==> src/sv/elrs_pkg.sv <==
// ----------------------------------------------------------------------------
// Extent list read splitter package
// Shared types and fixed constants for the controller and the datapath.
// ----------------------------------------------------------------------------
`default_nettype none

package elrs_pkg;

  localparam int unsigned ADDR_W      = 48;
  localparam int unsigned LEN_W       = 32;
  localparam int unsigned MAX_RESULTS = 16;
  localparam int unsigned CNT_W       = $clog2(MAX_RESULTS + 1);

  typedef enum logic {
    OP_LOAD = 1'b0,
    OP_READ = 1'b1
  } op_e;

  typedef enum logic [1:0] {
    ST_IDLE,
    ST_CLIP,
    ST_WALK,
    ST_FIN
  } state_e;

  // Commands from the controller to the datapath.
  typedef struct packed {
    logic load_req;
    logic write_ext;
    logic clip;
    logic skip;
    logic piece;
    logic fin;
  } cmd_t;

  // Status from the datapath to the controller.
  typedef struct packed {
    logic walk_end;
    logic walk_piece;
    logic pend_valid;
    logic out_free;
  } sts_t;

endpackage

`default_nettype wire

==> src/sv/extent_list_read_splitter_top.sv <==
// Load request: written into the extent table, no result.
// Read request: accepted, clipped, then a walk of the extent table (up to MAX_EXTENTS entries),
// a step to detect the end of the walk and the final result; no new request is taken before the
// final result. The walk visits one table entry per cycle while the output register can take
// each new piece. The last result of a request may wait in the output register.
// Reset clears the extent valid bits (all lengths read as zero) and sets file_size to zero.
// ----------------------------------------------------------------------------
// Extent list read splitter
// Maps logical file reads through an extent table into disk read commands.
// ----------------------------------------------------------------------------
`default_nettype none

module extent_list_read_splitter_top #(
  parameter int unsigned MAX_EXTENTS = 16
) (
  input  wire logic                        clk_i,
  input  wire logic                        rst_ni,
  input  wire logic                        cfg_we_i,
  input  wire logic [elrs_pkg::ADDR_W-1:0] cfg_wdata_i,
  input  wire logic                        in_valid_i,
  output logic                             in_stall_o,
  input  wire logic                        operation_i,
  input  wire logic [3:0]                  extent_index_i,
  input  wire logic [elrs_pkg::ADDR_W-1:0] extent_start_i,
  input  wire logic [elrs_pkg::ADDR_W-1:0] extent_length_i,
  input  wire logic [elrs_pkg::ADDR_W-1:0] request_offset_i,
  input  wire logic [elrs_pkg::LEN_W-1:0]  request_length_i,
  output logic                             out_valid_o,
  input  wire logic                        out_stall_i,
  output logic [elrs_pkg::ADDR_W-1:0]      disk_offset_o,
  output logic [elrs_pkg::LEN_W-1:0]       piece_length_o,
  output logic [elrs_pkg::LEN_W-1:0]       buffer_offset_o,
  output logic                             last_o,
  output logic                             short_read_o
);

  elrs_pkg::cmd_t cmd;
  elrs_pkg::sts_t sts;

  elrs_ctrl u_ctrl (
    .clk_i       (clk_i),
    .rst_ni      (rst_ni),
    .in_valid_i  (in_valid_i),
    .operation_i (operation_i),
    .in_stall_o  (in_stall_o),
    .sts_i       (sts),
    .cmd_o       (cmd)
  );

  elrs_dp #(
    .MAX_EXTENTS (MAX_EXTENTS)
  ) u_dp (
    .clk_i            (clk_i),
    .rst_ni           (rst_ni),
    .cmd_i            (cmd),
    .sts_o            (sts),
    .cfg_we_i         (cfg_we_i),
    .cfg_wdata_i      (cfg_wdata_i),
    .extent_index_i   (extent_index_i),
    .extent_start_i   (extent_start_i),
    .extent_length_i  (extent_length_i),
    .request_offset_i (request_offset_i),
    .request_length_i (request_length_i),
    .out_valid_o      (out_valid_o),
    .out_stall_i      (out_stall_i),
    .disk_offset_o    (disk_offset_o),
    .piece_length_o   (piece_length_o),
    .buffer_offset_o  (buffer_offset_o),
    .last_o           (last_o),
    .short_read_o     (short_read_o)
  );

  // No piece is left staged once the block is ready for a new request.
  a_idle_no_pend: assert property (@(posedge clk_i) disable iff (!rst_ni)
    !in_stall_o |-> !sts.pend_valid)
    else $error("staged piece left behind at end of request");

  // Finishing a request always presents a result marked last.
  a_fin_last: assert property (@(posedge clk_i) disable iff (!rst_ni)
    cmd.fin |=> (out_valid_o && last_o))
    else $error("final result missing or not marked last");

  // A piece pushed out by a newer one is never marked last.
  a_push_not_last: assert property (@(posedge clk_i) disable iff (!rst_ni)
    (cmd.piece && sts.pend_valid) |=> (out_valid_o && !last_o && !short_read_o))
    else $error("intermediate piece carries end marks");

  // A result that is not the last one only appears while a request is in progress.
  a_mid_busy: assert property (@(posedge clk_i) disable iff (!rst_ni)
    (out_valid_o && !last_o) |-> in_stall_o)
    else $error("intermediate result outside a request");

endmodule

`default_nettype wire

==> src/sv/elrs_ctrl.sv <==
// ----------------------------------------------------------------------------
// Extent list read splitter controller
// Sequences one request at a time: clip, walk of the extent table, final result.
// ----------------------------------------------------------------------------
`default_nettype none

module elrs_ctrl (
  input  wire logic          clk_i,
  input  wire logic          rst_ni,
  input  wire logic          in_valid_i,
  input  wire logic          operation_i,
  output logic               in_stall_o,
  input  wire elrs_pkg::sts_t sts_i,
  output elrs_pkg::cmd_t     cmd_o
);

  elrs_pkg::state_e state_q, state_d;

  always_ff @(posedge clk_i or negedge rst_ni) begin
    if (!rst_ni) begin
      state_q <= elrs_pkg::ST_IDLE;
    end else begin
      state_q <= state_d;
    end
  end

  always_comb begin
    state_d    = state_q;
    cmd_o      = '0;
    in_stall_o = 1'b1;
    case (state_q)
      elrs_pkg::ST_IDLE: begin
        in_stall_o = 1'b0;
        if (in_valid_i) begin
          if (operation_i == elrs_pkg::OP_READ) begin
            cmd_o.load_req = 1'b1;
            state_d        = elrs_pkg::ST_CLIP;
          end else begin
            cmd_o.write_ext = 1'b1;
          end
        end
      end
      elrs_pkg::ST_CLIP: begin
        cmd_o.clip = 1'b1;
        state_d    = elrs_pkg::ST_WALK;
      end
      elrs_pkg::ST_WALK: begin
        if (sts_i.walk_end) begin
          state_d = elrs_pkg::ST_FIN;
        end else if (sts_i.walk_piece) begin
          // A new piece may only displace the staged one if the output can take it.
          if (!sts_i.pend_valid || sts_i.out_free) begin
            cmd_o.piece = 1'b1;
          end
        end else begin
          cmd_o.skip = 1'b1;
        end
      end
      elrs_pkg::ST_FIN: begin
        if (sts_i.out_free) begin
          cmd_o.fin = 1'b1;
          state_d   = elrs_pkg::ST_IDLE;
        end
      end
      default: begin
        state_d = elrs_pkg::ST_IDLE;
      end
    endcase
  end

endmodule

`default_nettype wire

==> src/sv/elrs_dp.sv <==
// ----------------------------------------------------------------------------
// Extent list read splitter datapath
// Extent table, request registers, staged piece and output register.
// ----------------------------------------------------------------------------
`default_nettype none

module elrs_dp #(
  parameter int unsigned MAX_EXTENTS = 16
) (
  input  wire logic                          clk_i,
  input  wire logic                          rst_ni,
  input  wire elrs_pkg::cmd_t                cmd_i,
  output elrs_pkg::sts_t                     sts_o,
  input  wire logic                          cfg_we_i,
  input  wire logic [elrs_pkg::ADDR_W-1:0]   cfg_wdata_i,
  input  wire logic [3:0]                    extent_index_i,
  input  wire logic [elrs_pkg::ADDR_W-1:0]   extent_start_i,
  input  wire logic [elrs_pkg::ADDR_W-1:0]   extent_length_i,
  input  wire logic [elrs_pkg::ADDR_W-1:0]   request_offset_i,
  input  wire logic [elrs_pkg::LEN_W-1:0]    request_length_i,
  output logic                               out_valid_o,
  input  wire logic                          out_stall_i,
  output logic [elrs_pkg::ADDR_W-1:0]        disk_offset_o,
  output logic [elrs_pkg::LEN_W-1:0]         piece_length_o,
  output logic [elrs_pkg::LEN_W-1:0]         buffer_offset_o,
  output logic                               last_o,
  output logic                               short_read_o
);

  localparam int unsigned AW = (MAX_EXTENTS > 1) ? $clog2(MAX_EXTENTS) : 1;
  localparam int unsigned IW = $clog2(MAX_EXTENTS + 1);
  localparam int unsigned DW = elrs_pkg::ADDR_W;
  localparam int unsigned LW = elrs_pkg::LEN_W;
  localparam int unsigned CW = elrs_pkg::CNT_W;

  // Extent table.
  logic [DW-1:0]          mem_start [MAX_EXTENTS];
  logic [DW-1:0]          mem_len   [MAX_EXTENTS];
  logic [MAX_EXTENTS-1:0] valid_q;

  logic [DW-1:0] rd_start_q;
  logic [DW-1:0] rd_len_q;
  logic          rd_valid_q;

  logic [DW-1:0] file_size_q;
  logic [DW-1:0] offset_q;
  logic [LW-1:0] remain_q;
  logic [LW-1:0] buf_q;
  logic [IW-1:0] idx_q;
  logic [CW-1:0] cnt_q;

  logic          pend_valid_q;
  logic [DW-1:0] pend_disk_q;
  logic [LW-1:0] pend_len_q;
  logic [LW-1:0] pend_buf_q;

  logic          out_valid_q;
  logic [DW-1:0] out_disk_q;
  logic [LW-1:0] out_len_q;
  logic [LW-1:0] out_buf_q;
  logic          out_last_q;
  logic          out_short_q;

  logic [31:0]   wr_idx;
  logic          wr_en;
  logic [AW-1:0] wr_addr;
  logic [IW-1:0] rd_idx;
  logic [AW-1:0] rd_addr;
  logic          rd_in_range;
  logic [DW-1:0] elen;
  logic [DW-1:0] avail;
  logic [LW-1:0] size;
  logic [DW-1:0] span;
  logic          req_empty;
  logic          out_free;
  logic          out_load;

  assign wr_idx  = 32'(extent_index_i);
  assign wr_en   = cmd_i.write_ext && (wr_idx < MAX_EXTENTS);
  assign wr_addr = wr_idx[AW-1:0];

  // The table is read one entry ahead of the walk so that the data is ready.
  assign rd_idx      = (cmd_i.skip || cmd_i.piece) ? idx_q + IW'(1) : idx_q;
  assign rd_addr     = rd_idx[AW-1:0];
  assign rd_in_range = 32'(rd_idx) < MAX_EXTENTS;

  // An entry that was never loaded reads as zero length, which ends the list.
  assign elen  = rd_valid_q ? rd_len_q : '0;
  assign avail = elen - offset_q;
  assign size  = (avail < {{(DW-LW){1'b0}}, remain_q}) ? avail[LW-1:0] : remain_q;

  assign span      = file_size_q - offset_q;
  assign req_empty = (offset_q >= file_size_q) || (remain_q == '0);

  assign out_free = !out_valid_q || !out_stall_i;
  assign out_load = (cmd_i.piece && pend_valid_q) || cmd_i.fin;

  always_comb begin
    sts_o            = '0;
    sts_o.walk_piece = offset_q < elen;
    sts_o.walk_end   = (32'(idx_q) == MAX_EXTENTS) || (elen == '0) || (remain_q == '0) ||
                       ((offset_q < elen) && (32'(cnt_q) == elrs_pkg::MAX_RESULTS));
    sts_o.pend_valid = pend_valid_q;
    sts_o.out_free   = out_free;
  end

  always_ff @(posedge clk_i) begin
    if (wr_en) begin
      mem_start[wr_addr] <= extent_start_i;
      mem_len[wr_addr]   <= extent_length_i;
    end
    rd_start_q <= mem_start[rd_addr];
    rd_len_q   <= mem_len[rd_addr];
  end

  always_ff @(posedge clk_i or negedge rst_ni) begin
    if (!rst_ni) begin
      valid_q      <= '0;
      rd_valid_q   <= 1'b0;
      file_size_q  <= '0;
      idx_q        <= '0;
      cnt_q        <= '0;
      pend_valid_q <= 1'b0;
      out_valid_q  <= 1'b0;
    end else begin
      if (wr_en) begin
        valid_q[wr_addr] <= 1'b1;
      end
      rd_valid_q <= rd_in_range ? valid_q[rd_addr] : 1'b0;
      if (cfg_we_i) begin
        file_size_q <= cfg_wdata_i;
      end
      if (cmd_i.load_req) begin
        idx_q <= '0;
        cnt_q <= '0;
      end else if (cmd_i.skip || cmd_i.piece) begin
        idx_q <= idx_q + IW'(1);
      end
      if (cmd_i.piece) begin
        cnt_q        <= cnt_q + CW'(1);
        pend_valid_q <= 1'b1;
      end else if (cmd_i.fin || cmd_i.load_req) begin
        pend_valid_q <= 1'b0;
      end
      if (out_load) begin
        out_valid_q <= 1'b1;
      end else if (!out_stall_i) begin
        out_valid_q <= 1'b0;
      end
    end
  end

  always_ff @(posedge clk_i) begin
    if (cmd_i.load_req) begin
      offset_q <= request_offset_i;
      remain_q <= request_length_i;
      buf_q    <= '0;
    end else if (cmd_i.clip) begin
      if (req_empty) begin
        remain_q <= '0;
      end else if ({{(DW-LW){1'b0}}, remain_q} > span) begin
        remain_q <= span[LW-1:0];
      end
    end else if (cmd_i.skip) begin
      offset_q <= offset_q - elen;
    end else if (cmd_i.piece) begin
      pend_disk_q <= rd_start_q + offset_q;
      pend_len_q  <= size;
      pend_buf_q  <= buf_q;
      remain_q    <= remain_q - size;
      buf_q       <= buf_q + size;
      offset_q    <= '0;
    end

    if (out_load) begin
      if (pend_valid_q) begin
        out_disk_q <= pend_disk_q;
        out_len_q  <= pend_len_q;
        out_buf_q  <= pend_buf_q;
      end else begin
        out_disk_q <= '0;
        out_len_q  <= '0;
        out_buf_q  <= '0;
      end
      out_last_q  <= cmd_i.fin;
      out_short_q <= cmd_i.fin && (remain_q != '0);
    end
  end

  assign out_valid_o     = out_valid_q;
  assign disk_offset_o   = out_disk_q;
  assign piece_length_o  = out_len_q;
  assign buffer_offset_o = out_buf_q;
  assign last_o          = out_last_q;
  assign short_read_o    = out_short_q;

endmodule

`default_nettype wire

==> config.mk <==
export PLATFORM = sky130hd
export DESIGN_NAME = extent_list_read_splitter_top
export DESIGN_NICKNAME = d
export VERILOG_FILES = /design/src/sv/elrs_pkg.sv /design/src/sv/extent_list_read_splitter_top.sv /design/src/sv/elrs_ctrl.sv /design/src/sv/elrs_dp.sv
export SDC_FILE = /design/constraint.sdc
export NUM_CORES = 2
export LEC_CHECK = 0
export BUFFER_PORTS_ARGS = -buffer_cell sky130_fd_sc_hd__buf_2
export CAP_MARGIN = 10
export CORE_MARGIN = 3
export CORE_UTILIZATION = 53
export DETAILED_ROUTE_END_ITERATION = 16
export PLACE_DENSITY_LB_ADDON = 0.1
export SLEW_MARGIN = 20
export SYNTH_ARGS = -nofsm -noshare
export SYNTH_HDL_FRONTEND = slang
export SYNTH_SLANG_ARGS = --single-unit
==> constraint.sdc <==
create_clock -name clk_i -period 15.3 [get_ports clk_i]
set_clock_uncertainty 0.15 [all_clocks]
set_input_delay 0 -clock clk_i [delete_from_list [all_inputs] [get_ports clk_i]]
set_output_delay 0 -clock clk_i [all_outputs]
set_load 0.03 [all_outputs]
==> out/qor.yml <==
dr.first_iter.drc_count: 6850
slowest_delay_ps: 580
cts_htree_levels: 4
crit_type: "reg2reg"
ctsResizeCount: 0
gp_congestion: 0.9963
root_buffer: "clkbuf_16"
place_area_mm2: 0.09877
cp.arrival_ps: 11950
register_area_mm2: 0.05986
dr_total_vias: 70550
multi_input_area_mm2: 0.03225
cts_buffers: 205
row_count: 154
io_pins: 350
area_growth_pct: 17.03
fill_cells: 13690
synth_area_mm2: 0.09449
synthArstFlopShare_pct: 3.856
clock_latency_ps: 860
fin_nets: 9399
max-clock-path-buffers: 3
grt_overflow: 0
rsz0062_at_grt: "false"
fin_crit_sh_pct: 74.88
drtPass1Iterations: 6
final_area_mm2: 0.1106
final_common_cell: "edfxtp_1"
cp_max_fo: 47
synth_seq_area_share_pct: 63.34
synth_edf_count: 1842
ant_nets: 0
synth_top_family_by_area: "simple AND/OR/NAND/NOR gates"
hp-class: "in2reg"
vias_per_cell: 6.189
yosys_most_used_dff: "edfxtp_1"
fp.dieW_um: 428.2
final-hold-violation-count: 0
avgSynthCellArea_um2: 11.59
start_util_pct: 53.48
cts_tree: "done"
antenna_found_initial: 43
finalSetupTns_ps: 0
max_slew_margin_pct: 19.99
fmax_mhz: 87.29
tightest_slew_ps: 1195
slew_viol_final: 0
min_period_ps: 11460
synth.net_count: 8696
wire_per_inst_um: 27.38
fp.coreArea_mm2: 0.1767
cp-end-kind: "flop"
totalWireLength_mm: 312.2
fp.dieH_um: 428.2
grt_max_degree: 169
synth_cell_type_count: 93
synth_xor_area_share_pct: 1.854
cpMostUsedCell: "a21oi_1"
groute.usage.overall_pct: 33.31
synth_fa_ha_area_share_pct: 4.380
crit_buf_inv: 3
cts_sinks: 2049
dp_hpwl_mm: 190.8
cts.clk_slew.worst_paths_ps: 60
postCtsSetupBuffers: 0
synth-simple-area-share_pct: 14.80
crit_path_start_kind: "flop"
ys_warn_count: 0
required_ps: 15790
maxCapViolations: 0
grt_pass1_vias: 68220
drc: 0
mostFrequentLayoutCells: "edfxtp_1, nand2_1, nand3_1"
io_buffers: 349
yosys-mux-area-fraction_pct: 0.7919
status: "finished clean"
finalSetupViolations: 0
die-area_mm2: 0.1834
crit_slowest_cell: "a2111o_1"
ys_ff_latch: 2049
postCtsHoldBufs: 523
grt_pass1_wl_mm: 454.6
crit_family: "compound AO/OA/AOI/OAI gates"
synthCells: 8151
synth_compound_area_share_pct: 11.90
drive_gt1_share_pct: 9.963
cell type report:
cell class	count	area share [%]
clock inverters	100	0.7525
diodes	26	0.05884
repair buffers	974	7.273
inverters	249	0.8475
clock buffers	286	5.119
flip-flops and latches	2049	54.13
well taps	2340	2.648
multi-input cells	5375	29.17
worst reg2reg max path: cells and delay by family (launching register included):
family          cells  cell delay (ps)
fa+ha+maj           4             1390
xor+xnor            1              220
simple gates       14             3870
buf+inv             3              690
flops               1              410
compound gates     17             4200
mux                 1              340
cell usage after synthesis, drive strengths merged (54+ instances only):
master,number,area share (%)
edfxtp,1842,59
nand2,1408,5.6
nand3,771,4.1
clkbuf,407,1.6
o21ai,381,2.0
ha,306,4.1
a21oi,296,1.6
nor2,258,1.0
inv,247,0.98
o22ai,191,1.3
o221ai,169,1.6
a31oi,162,1.1
nor3,144,0.77
a21o,141,1.1
and2,140,0.93
xnor2,132,1.2
dfxtp,128,2.7
and3,83,0.55
dfrtp,79,2.1
buf,71,0.33
a311oi,69,0.65
nand4,69,0.46
xor2,68,0.63
mux2,54,0.64
worst paths after layout:
kind | cells past startpoint | start | slack, ps | end
max | 40 | u_dp.rd_valid_q | 3840 | u_dp.remain_q[30]
max in group asynchronous | 4 | rst_ni | 14210 | u_dp.pend_valid_q
min | 2 | extent_start_i[47] | 40 | u_dp.mem_start[2][47]
min reg2reg | 0 | u_dp.buf_q[4] | 310 | u_dp.pend_buf_q[4]
min in group asynchronous | 4 | rst_ni | 190 | u_dp.rd_valid_q
max reg2reg | 40 | u_dp.rd_valid_q | 3840 | u_dp.remain_q[30]
layer usage:
metal	track usage, %	wire [um]	up-vias
met4	17.78	17730	14
met5	0	101	-
met2	55.95	152300	3120
met1	41.68	119800	34840
li1	-	-	31880
met3	5.193	22260	691
sequential cells by signal, indices dropped and copies added (netlist names), 5 cells and up:
signal,cells
u_dp.valid_q,16
u_dp.disk_offset_o,48
u_dp.rd_len_q,48
u_dp.file_size_q,48
u_dp.remain_q,32
u_dp.buf_q,32
u_dp.idx_q,5
u_dp.pend_disk_q,48
u_dp.piece_length_o,32
u_dp.pend_len_q,32
u_dp.offset_q,48
u_dp.rd_start_q,48
u_dp.cnt_q,5
u_dp.mem_len,768
u_dp.mem_start,768
u_dp.pend_buf_q,32
u_dp.buffer_offset_o,32
through the flow:
| stage | setup WS [ps] | std cells | hold slack, ps | util (%) |
|---|---|---|---|---|
| finish | 3844 | 11400 | 40.41 | 62.58 |
| global route | 3164 | 11390 | 8.601 | 62.57 |
| CTS | 3976 | 11370 | 0.9114 | 62.55 |
| detailed placement | 4043 | 10460 | -79.75 | 55.90 |
| global placement | 4183 | 10460 | -83.79 | 55.88 |
| floorplan | 3033 | 8151 | -445.6 | - |
cell families after synthesis:
group | after synthesis
AOI/OAI and AO/OA | 1706
xor gates and xnor gates | 200
adders and majority gates | 332
buffers and inverters | 727
DFF | 2049
muxes | 68
and+or+nand+nor | 3069
Power is not shown: default switching activity piles up to over one toggle a cycle in this logic, so the estimate is an artifact.
